**config.mk**
```make
export PLATFORM = sky130hd
export DESIGN_NAME = spi_slave_packet_exchange_top
export DESIGN_NICKNAME = d
export VERILOG_FILES = /design/src/spe_pkg.sv /design/src/spi_slave_packet_exchange_top.sv /design/src/spe_reply.sv /design/src/spe_core.sv
export SDC_FILE = /design/constraint.sdc
export NUM_CORES = 1
export LEC_CHECK = 0
export ABC_AREA = 0
export BUFFER_PORTS_ARGS = -buffer_cell sky130_fd_sc_hd__buf_2
export CAP_MARGIN = 20
export CORE_ASPECT_RATIO = 1.2
export CORE_UTILIZATION = 40
export CTS_CLUSTER_SIZE = 28
export DETAILED_ROUTE_END_ITERATION = 12
export GPL_TIMING_DRIVEN = 0
export HOLD_SLACK_MARGIN = 0.03
export PLACE_DENSITY = 0.63
export SLEW_MARGIN = 30
export SYNTH_ARGS = -nofsm -noshare
export SYNTH_HDL_FRONTEND = slang
export SYNTH_HIERARCHICAL = 1
export SYNTH_SLANG_ARGS = --single-unit
export TNS_END_PERCENT = 30
```
**constraint.sdc**
```tcl
create_clock -name clk_i -period 5.5 [get_ports clk_i]
set_input_delay 0.55 -clock clk_i [delete_from_list [all_inputs] [get_ports clk_i]]
set_output_delay 0.55 -clock clk_i [all_outputs]
set_load 0.01 [all_outputs]
```
**src/spe_pkg.sv**
```systemverilog
// Shared constants, types and field layouts for the SPI slave packet exchange block.
package spe_pkg;

  // Packet geometry
  localparam int unsigned PacketBytes = 7;
  localparam int unsigned IdxW        = 3;
  localparam int unsigned SumBytes    = PacketBytes - 1;

  // Header bytes
  localparam logic [7:0] HdrIn  = 8'h55;
  localparam logic [7:0] HdrOut = 8'hAA;

  // Operation codes carried in the input tuser
  localparam logic OpCsSample = 1'b0;
  localparam logic OpRxByte   = 1'b1;

  // Channel widths
  localparam int unsigned InDataW  = 40;
  localparam int unsigned InUserW  = 1;
  localparam int unsigned OutDataW = 56;

  typedef logic [PacketBytes-1:0][7:0] pkt_bytes_t;
  typedef logic [SumBytes-1:0][7:0]    rx_bytes_t;

  // One accepted input item
  typedef struct packed {
    logic        op;
    logic        cs_level;
    logic [7:0]  rx_byte;
    logic [15:0] motor_rpm;
    logic [7:0]  vehicle_speed;
    logic [1:0]  switch_mode;
  } in_item_t;

  // One result item
  typedef struct packed {
    logic               tx_load;
    logic [7:0]         tx_byte;
    logic               packet_done;
    logic               packet_valid;
    logic signed [15:0] power_watts;
    logic [7:0]         ok_to_start;
    logic [7:0]         charge_percent;
    logic [7:0]         temp_raw;
  } result_t;

endpackage

```
**src/spi_slave_packet_exchange_top.sv**
```systemverilog
// Top level of the SPI slave packet exchange: input stage, core and result register.
//
//  channel | dir | tdata (low bit up)                            | tuser     | tlast
//  s_axis  | in  | cs_level, rx_byte, motor_rpm, vehicle_speed,  | operation | -
//          |     | switch_mode, zero fill to 40 bits             |           |
//  m_axis  | out | tx_load, tx_byte, packet_valid, power_watts,  | -         | packet_done
//          |     | ok_to_start, charge_percent, temp_raw,        |           |
//          |     | zero fill to 56 bits                          |           |
//
// Each item passes through the input register, then through the core into the
// result register. One item per cycle is sustained while m_axis_tready_i is
// high. Reset clears the exchange state (index, heartbeat, reply bytes, latched
// values) and sets the last chip select high. A stall on m_axis holds the result
// register and, once the input register is also full, drops s_axis_tready_o.
module spi_slave_packet_exchange_top (
  input  logic                         clk_i,
  input  logic                         rst_ni,
  input  logic                         s_axis_tvalid_i,
  output logic                         s_axis_tready_o,
  // cs_level, rx_byte, motor_rpm, vehicle_speed, switch_mode
  input  logic [spe_pkg::InDataW-1:0]  s_axis_tdata_i,
  // operation
  input  logic [spe_pkg::InUserW-1:0]  s_axis_tuser_i,
  output logic                         m_axis_tvalid_o,
  input  logic                         m_axis_tready_i,
  // tx_load, tx_byte, packet_valid, power_watts, ok_to_start, charge_percent,
  // temp_raw
  output logic [spe_pkg::OutDataW-1:0] m_axis_tdata_o,
  // packet_done
  output logic                         m_axis_tlast_o
);

  logic              in_valid_q;
  spe_pkg::in_item_t in_item_q, in_item;
  logic              out_valid_q;
  spe_pkg::result_t  res_q, res;
  logic              advance;

  // Unpack the input transfer
  assign in_item = '{
    op:            s_axis_tuser_i[0],
    cs_level:      s_axis_tdata_i[0],
    rx_byte:       s_axis_tdata_i[8:1],
    motor_rpm:     s_axis_tdata_i[24:9],
    vehicle_speed: s_axis_tdata_i[32:25],
    switch_mode:   s_axis_tdata_i[34:33]
  };

  // Core steps when the result register is free
  assign advance         = in_valid_q && (!out_valid_q || m_axis_tready_i);
  assign s_axis_tready_o = !in_valid_q || advance;

  // Input stage
  always_ff @(posedge clk_i or negedge rst_ni) begin
    if (!rst_ni) begin
      in_valid_q <= 1'b0;
    end else if (s_axis_tready_o) begin
      in_valid_q <= s_axis_tvalid_i;
    end
  end

  always_ff @(posedge clk_i) begin
    if (s_axis_tready_o && s_axis_tvalid_i) begin
      in_item_q <= in_item;
    end
  end

  spe_core u_core (
    .clk_i  (clk_i),
    .rst_ni (rst_ni),
    .en_i   (advance),
    .item_i (in_item_q),
    .res_o  (res)
  );

  // Result register
  always_ff @(posedge clk_i or negedge rst_ni) begin
    if (!rst_ni) begin
      out_valid_q <= 1'b0;
    end else if (advance) begin
      out_valid_q <= 1'b1;
    end else if (m_axis_tready_i) begin
      out_valid_q <= 1'b0;
    end
  end

  always_ff @(posedge clk_i) begin
    if (advance) begin
      res_q <= res;
    end
  end

  assign m_axis_tvalid_o = out_valid_q;
  assign m_axis_tlast_o  = res_q.packet_done;
  assign m_axis_tdata_o  = {6'b0, res_q.temp_raw, res_q.charge_percent, res_q.ok_to_start,
                            res_q.power_watts, res_q.packet_valid,
                            res_q.tx_byte, res_q.tx_load};

endmodule

```
**src/spe_reply.sv**
```systemverilog
// Reply packet builder: header, heartbeat, rpm, speed, mode and additive checksum.
module spe_reply (
  input  logic [7:0]          heartbeat_i,
  input  logic [15:0]         motor_rpm_i,
  input  logic [7:0]          vehicle_speed_i,
  input  logic [1:0]          switch_mode_i,
  output spe_pkg::pkt_bytes_t reply_o
);

  logic [7:0] csum;

  // Payload bytes
  always_comb begin
    reply_o    = '0;
    reply_o[0] = spe_pkg::HdrOut;
    reply_o[1] = heartbeat_i;
    reply_o[2] = motor_rpm_i[15:8];
    reply_o[3] = motor_rpm_i[7:0];
    reply_o[4] = vehicle_speed_i;
    reply_o[5] = {6'b0, switch_mode_i};
    reply_o[6] = csum;
  end

  // 8-bit wrapping sum of the first six bytes
  assign csum = spe_pkg::HdrOut + heartbeat_i + motor_rpm_i[15:8] + motor_rpm_i[7:0]
              + vehicle_speed_i + {6'b0, switch_mode_i};

endmodule

```
**src/spe_core.sv**
```systemverilog
// Exchange state and per-item processing: chip-select edge, byte store, packet check.
module spe_core (
  input  logic              clk_i,
  input  logic              rst_ni,
  input  logic              en_i,
  input  spe_pkg::in_item_t item_i,
  output spe_pkg::result_t  res_o
);

  localparam logic [spe_pkg::IdxW-1:0] LastIdx = spe_pkg::IdxW'(spe_pkg::PacketBytes - 1);
  localparam logic [spe_pkg::IdxW-1:0] EndIdx  = spe_pkg::IdxW'(spe_pkg::PacketBytes);

  logic [spe_pkg::IdxW-1:0] idx_q, idx_d, idx_inc;
  logic                     last_cs_q, last_cs_d;
  logic [7:0]               hb_q, hb_d, hb_inc;
  spe_pkg::pkt_bytes_t      tx_q, tx_d, reply;
  spe_pkg::rx_bytes_t       rx_q;
  logic signed [15:0]       power_q, power_d;
  logic [7:0]               ok_q, ok_d, charge_q, charge_d, temp_q, temp_d;
  logic [7:0]               rx_sum;
  logic                     rx_wr;
  logic                     load, done, valid;
  logic [7:0]               txb;

  assign hb_inc  = hb_q + 8'd1;
  assign idx_inc = idx_q + spe_pkg::IdxW'(1);

  // Reply built with the incremented heartbeat
  spe_reply u_reply (
    .heartbeat_i     (hb_inc),
    .motor_rpm_i     (item_i.motor_rpm),
    .vehicle_speed_i (item_i.vehicle_speed),
    .switch_mode_i   (item_i.switch_mode),
    .reply_o         (reply)
  );

  // Checksum over the stored bytes of the incoming packet
  always_comb begin
    rx_sum = '0;
    for (int i = 0; i < spe_pkg::SumBytes; i++) begin
      rx_sum = rx_sum + rx_q[i];
    end
  end

  // Next state and result
  always_comb begin
    idx_d     = idx_q;
    last_cs_d = last_cs_q;
    hb_d      = hb_q;
    tx_d      = tx_q;
    power_d   = power_q;
    ok_d      = ok_q;
    charge_d  = charge_q;
    temp_d    = temp_q;
    rx_wr     = 1'b0;
    load      = 1'b0;
    txb       = '0;
    done      = 1'b0;
    valid     = 1'b0;
    unique case (item_i.op)
      spe_pkg::OpCsSample: begin
        last_cs_d = item_i.cs_level;
        // falling edge of chip select starts a transaction
        if (last_cs_q && !item_i.cs_level) begin
          idx_d = '0;
          hb_d  = hb_inc;
          tx_d  = reply;
          load  = 1'b1;
          txb   = reply[0];
        end
      end
      spe_pkg::OpRxByte: begin
        if (idx_q < EndIdx) begin
          if (idx_q != LastIdx) begin
            rx_wr = 1'b1;
            idx_d = idx_inc;
            load  = 1'b1;
            txb   = tx_q[idx_inc];
          end else begin
            // final byte: check header and checksum, then rebuild the reply
            done = 1'b1;
            if (rx_q[0] == spe_pkg::HdrIn && rx_sum == item_i.rx_byte) begin
              valid    = 1'b1;
              power_d  = {rx_q[1], rx_q[2]};
              ok_d     = rx_q[3];
              charge_d = rx_q[4];
              temp_d   = rx_q[5];
            end
            idx_d = '0;
            hb_d  = hb_inc;
            tx_d  = reply;
            load  = 1'b1;
            txb   = reply[0];
          end
        end
      end
      default: ;
    endcase
  end

  assign res_o = '{
    tx_load:        load,
    tx_byte:        txb,
    packet_done:    done,
    packet_valid:   valid,
    power_watts:    power_d,
    ok_to_start:    ok_d,
    charge_percent: charge_d,
    temp_raw:       temp_d
  };

  // Control and reply state
  always_ff @(posedge clk_i or negedge rst_ni) begin
    if (!rst_ni) begin
      idx_q     <= '0;
      last_cs_q <= 1'b1;
      hb_q      <= '0;
      tx_q      <= '0;
      power_q   <= '0;
      ok_q      <= '0;
      charge_q  <= '0;
      temp_q    <= '0;
    end else if (en_i) begin
      idx_q     <= idx_d;
      last_cs_q <= last_cs_d;
      hb_q      <= hb_d;
      tx_q      <= tx_d;
      power_q   <= power_d;
      ok_q      <= ok_d;
      charge_q  <= charge_d;
      temp_q    <= temp_d;
    end
  end

  // Received bytes, no reset needed
  always_ff @(posedge clk_i) begin
    if (en_i && rx_wr) begin
      rx_q[idx_q] <= item_i.rx_byte;
    end
  end

endmodule
```
==> impl_metrics.yaml, run 1 <==
timing:
  setup_viol: 0
  setup-tns-final_ns: 0
  fin_crit_sh_pct: 91.2
  whs_ns: 0.190
  period_needed_ns: 5.02
  fin_skew_ns: 0.0145
  fmax_ghz: 0.199
  rsz0062_at_grt: "false"
  slew_headroom_pct: 39.0
  worst_pin_slew_ns: 0.912
  hold_violations: 0
  drv_slew: 0
  worst_slack_ns: 0.484
floorplan:
  dieArea_sq_um: 30000
  die-width_microns: 158
  io_pins: 104
  die_h_microns: 190
  start_util_pct: 40.7
  rows: 68
  core_region_area_sq_um: 28800
layout:
  area_delta_synth_final_pct: 16.8
  fin_nets: 1164
  fin_cells: 1461
  layout-drive-gt1-share_pct: 25.0
  final_common_cell: "nand2_1"
  num_antenna_cells: 0
  final_cell_mix: "191 x nand2_1, 135 x edfxtp_1, 109 x dfrtp_1"
  fin_util_pct: 47.5
placement:
  dp_cells: 1410
  port-buffer-count: 92
  dpl.hpwl_mm: 17.0
  place_congestion: 0.825
  dpl_worst_slack_ns: 0.477
drt:
  avgViaCountPerCell: 4.54
  post_drt_wl_per_cell_microns: 15.9
  ant_nets: 0
  drt_pass1_iterations: 4
  wl_mm: 23.2
  drt_iter0_markers: 313
  vias: 6626
  drc: 0
cts:
  cts_resized: 0
  cts_inserted_buffers: 27
  postCtsSetupBuffers: 0
  cts_num_sinks: 245
  cts-root-buf: "clkbuf_16"
  tritoncts: "built"
  insertion_delay_ns: 0.53
  clock_path_buffers: 3
  htree_levels: 1
  cts_hold_buf: 1
  clk_pin_slew_ns: 0.06
min_path:
  min_path_type: "input pin to flip-flop"
  hold_depth: 1
  hold_path_end: "in_item_q[7]"
  min_from: "s_axis_tdata_i[30]"
critical_path:
  cp.required_ns: 5.77
  cp_max_fo: 10
  path_cells: "fa_1, inv_1, fa_1, fa_1, inv_1, ha_1, fa_1, xor2_1, nor4_1, nand4_1, or4_4, nor2_2, buf_4, mux2_2"
  critPathLaunchType: "flip-flop"
  rr_worst_depth: 14
  r2r_start: "u_core/rx_q[2]"
  critPathMostFrequentCell: "fa_1"
  max_stage_delay_ns: 0.55
  crit_arrival_ns: 5.29
  r2r_end: "m_axis_tdata_o[39]"
  reg2reg_slack_ns: 0.48
  cp_slowest_cell: "fa_1"
  endpoint_kind: "flip-flop"
  crit_type: "flip-flop to flip-flop"
global_routing:
  grt_pass1_vias: 7130
  grt.overflow.total: 0
  antenna_found_initial: 0
  track_usage_pct: 16.5
  grt_pass1_wl_mm: 37.8
  grt_max_degree: 82
synth:
  ys_async_sr_fraction_pct: 44.9
  synth_area_per_cell_sq_um: 12.8
  synth_area_sq_um: 11700
  synth_edf_count: 135
  ys_seq_area_share_pct: 58.0
  synth_ff_type: "edfxtp_1"
  synth_cell_types: 48
  synthCells: 914
  ys_warn_count: 6
  yosys_register_bits: 245
pwr:
  powerDensity_nw_per_um2: 430
  p_leak_nw: 6.38
  vdd_drop_max_mv: 0.334
run:
  max_cap_viol_count: 0
status:
  status: "finished clean"
stage by stage:
| stage | area, sq um | total power [mW] |
|---|---|---|
| 2_1_floorplan | 11800 | 3.71 |
| 3_3_place_gp | 12700 | 4.12 |
| 3_5_place_dp | 12800 | 4.18 |
| 4_1_cts | 13700 | 5.99 |
| 5_1_grt | 13700 | 6.29 |
| 6_report | 13700 | 5.90 |
worst max-delay path by stage:
stage / start / to / slack, ns / cells past startpoint
final: u_core/rx_q[2] / m_axis_tdata_o[39] / 0.48 / 14
after global routing: u_core/rx_q[2] / m_axis_tdata_o[39] / 0.28 / 14
after CTS: u_core/rx_q[2] / m_axis_tdata_o[39] / 0.44 / 14
after detailed placement: u_core/rx_q[2] / m_axis_tdata_o[39] / 0.48 / 14
after global placement: u_core/rx_q[2] / m_axis_tdata_o[39] / 0.47 / 14
after floorplan: u_core/rx_q[2] / m_axis_tdata_o[28] / 0.93 / 14
synthesized netlist by cell type, types with 11 or more instances:
| cell type | count | share of area (%) |
|---|---|---|
| a21oi_1 | 21 | 0.90 |
| buf_4 | 61 | 3.9 |
| clkbuf_1 | 18 | 0.58 |
| dfrtp_1 | 109 | 23 |
| edfxtp_1 | 135 | 35 |
| fa_1 | 43 | 7.3 |
| ha_1 | 21 | 2.2 |
| inv_1 | 76 | 2.4 |
| mux2_1 | 43 | 4.1 |
| mux2_2 | 39 | 3.7 |
| nand2_1 | 191 | 6.1 |
| nor2_1 | 28 | 0.90 |
| o21ai_0 | 11 | 0.47 |
| xnor2_1 | 27 | 2.0 |
| xor2_1 | 15 | 1.1 |
worst max-delay path, delay by kind of cell (launching register included):
kind          cells  cell delay [ns]
flops             1             0.42
buf+inv           3             0.39
mux               1             0.37
xor+xnor          1             0.17
fa+ha+maj         5             2.27
simple gates      4             1.13
cell type report:
type,count,area (sq um)
Tap cell,385,482
Sequential cell,245,6810
Buffer,87,591
Clock buffer,34,722
Timing Repair Buffer,95,536
Inverter,77,289
Fill cell,2623,15100
Clock inverter,16,155
Multi-Input combinational cell,522,4130
cell families after synthesis:
family | count (synthesis) | synth area share (%)
buf+inv | 164 | 7.49
flops | 245 | 58.0
fa+ha+maj | 64 | 9.57
xor+xnor | 44 | 3.46
mux | 97 | 10.0
compound gates | 43 | 2.11
simple gates | 254 | 9.26
other cells | 3 | 0.0959
report_power, final:
group          internal (mW)  total, mW  switching, mW
Combinational          0.838       1.82          0.980
Sequential              2.17       2.30          0.133
Clock                   1.07       1.77          0.708
Total                   4.08       5.90           1.82
layer usage:
layer | global-route usage (%) | share of wire, % | vias up
li1 | - | - | 3228
met1 | 19.3 | 40 | 3247
met4 | 5.21 | 2.6 | 0
met5 | 0 | 0 | -
met2 | 30.7 | 54 | 116
met3 | 2.41 | 3.3 | 35
state kept, by name, summed over array words and instances (netlist names):
signal and count:
u_core/ok_q 8, u_core/charge_q 8, m_axis_tvalid_o 1, u_core/idx_q 3
u_core/power_q 16, u_core/tx_q 56, m_axis_tlast_o 1, u_core/temp_q 8
m_axis_tdata_o 50, in_valid_q 1, u_core/last_cs_q 1, u_core/rx_q 48
in_item_q 36, u_core/hb_q 8
No activity file was read; power rests on OpenSTA's default activity.
==> inputs of run 2 (changes only) <==
- CTS_BUF_LIST: not set -> sky130_fd_sc_hd__clkbuf_4
- clock period: 5.5 -> 6.2 ns (I/O delays scaled with it)
==> run 2 against run 1 <==
Compared with the run above:
- critical path depth unchanged
- combinational power down 12%
- global-route usage up 0.57 points
- sequential power down 11%
- total power down 13%
- clock-buffer cell count up 66
- worst hold slack worse by 0.077 ns
- critical path type unchanged
- critical endpoint unchanged
- largest cell class unchanged
==> impl_metrics.yaml, run 2 (synthesis results as in run 1) <==
status:
  status: "finished clean"
critical_path:
  cp_max_fo: 10
  endpoint_kind: "flip-flop"
  crit_arrival_ns: 5.41
  critPathLaunchType: "flip-flop"
  cp.required_ns: 6.57
  crit_type: "flip-flop to flip-flop"
layout:
  area_delta_synth_final_pct: 16.9
  regMostFlops: "u_core/tx_q"
  final_area_sq_um: 13700
  layout-drive-gt1-share_pct: 28.9
  final_cell_mix: "191 x nand2_1, 135 x edfxtp_1, 109 x dfrtp_1"
  fin_nets: 1204
  final_common_cell: "nand2_1"
  largest_register_ff_count: 56
  fin_util_pct: 47.6
placement:
  port-buffer-count: 92
  place_congestion: 0.825
  dpl.hpwl_mm: 17.0
  placed_cell_area_sq_um: 12800
cts:
  cts_resized: 0
  cts_inserted_buffers: 67
  tritoncts: "built"
  postCtsSetupBuffers: 0
  htree_levels: 3
  cts-root-buf: "clkbuf_4"
  insertion_delay_ns: 0.67
  clock_path_buffers: 3
  cts_num_sinks: 245
  clk_pin_slew_ns: 0.06
floorplan:
  start_util_pct: 40.7
  die-width_microns: 158
  die_h_microns: 190
  dieArea_sq_um: 30000
  rows: 68
  io_pins: 104
  core_region_area_sq_um: 28800
timing:
  whs_ns: 0.113
  setup-tns-final_ns: 0
  drv_slew: 0
  fin_skew_ns: 0.0567
  period_needed_ns: 5.04
  fin_crit_sh_pct: 81.3
  hold_violations: 0
  rsz0062_at_grt: "false"
  fmax_ghz: 0.198
  worst_pin_slew_ns: 0.947
  slew_headroom_pct: 36.6
  setup_viol: 0
global_routing:
  antenna_found_initial: 1
  track_usage_pct: 17.1
  grt_pass1_vias: 7466
  grt_max_degree: 82
  grt_pass1_wl_mm: 38.5
  grt.overflow.total: 0
drt:
  wl_mm: 23.7
  vias: 6858
  post_drt_wl_per_cell_microns: 15.5
  avgViaCountPerCell: 4.47
  drc: 0
  drt_pass1_iterations: 4
  drt_iter0_markers: 351
  ant_nets: 0
pwr:
  powerDensity_nw_per_um2: 375
  finalPower_mw: 5.14
  vdd_drop_max_mv: 0.365
  p_leak_nw: 6.46
run:
  max_cap_viol_count: 0
min_path:
  min_path_type: "input pin to flip-flop"
==> run 2: changes by cell type in the layout (fill, tap and decap cells not counted) <==
cell	before	now
diode_2	0	1
inv_2	0	3
clkbuf_16	27	0
clkinv_1	4	17
clkbuf_4	0	100
clkbuf_8	2	0
clkinv_2	9	0
inv_6	1	0
clkbuf_1	23	18
bufinv_16	3	2
==> run 2: worst paths after layout <==
| kind | startpoint | endpoint | slack [ns] | cells past startpoint |
|---|---|---|---|---|
| max in group asynchronous | rst_ni | u_core/hb_q[4] | 5.06 | 3 |
| hold / removal | s_axis_tdata_i[25] | in_item_q[2] | 0.11 | 1 |
| min in group asynchronous | rst_ni | u_core/power_q[1] | 0.42 | 2 |
| setup reg to reg | u_core/rx_q[2] | m_axis_tdata_o[39] | 1.16 | 14 |
| setup / recovery | u_core/rx_q[2] | m_axis_tdata_o[39] | 1.16 | 14 |
| hold reg to reg | u_core/tx_q[26] | u_core/tx_q[26] | 0.47 | 2 |
==> run 2: timing repair <==
| item | in CTS | in global routing |
|---|---|---|
| hold endpoints to repair | 29 | 0 |
| endpoints found under the setup margin | 0 | 0 |
| hold buffers | 1 | 0 |
==> run 2: metrics by stage <==
step / instances / setup slack, ns
after floorplan: 931 / 1.63
after global placement: 1408 / 1.17
after detailed placement: 1410 / 1.18
after CTS: 1532 / 1.15
after global routing: 1533 / 1.00
final: 1533 / 1.16
==> run 2: area by class of cell <==
cell class              instances  area, sq um
flip-flops and latches        245         6810
repair buffers                 95          536
diodes                          1         2.50
clock inverters                21          131
well taps                     385          482
fillers                      2641        15100
inverters                      77          289
clock buffers                 100          751
multi-input cells             522         4130
plain buffers                  87          591
==> run 2: critical path, cell delays in order, from the launching register on <==
cell      delay, ns
edfxtp_1       0.43
fa_1           0.55
inv_1          0.07
fa_1           0.51
fa_1           0.54
inv_1          0.04
ha_1           0.22
fa_1           0.45
xor2_1         0.17
nor4_1         0.22
nand4_1        0.16
or4_4          0.48
nor2_2         0.28
buf_4          0.28
mux2_2         0.37
==> run 2: power by group <==
group,leakage (nW),switching [mW],internal (mW),total (mW)
Combinational,3.20,0.868,0.744,1.61
Clock,0.526,0.664,0.821,1.49
Sequential,2.73,0.118,1.93,2.04
==> run 2: per-layer routing <==
metal  vias up  wire [microns]  track usage, %
li1       3355               -               -
met1      3308            9350            19.0
met2       150           12700            30.8
met3        45             905            3.49
met4         0             713            8.25
met5         -               0               0
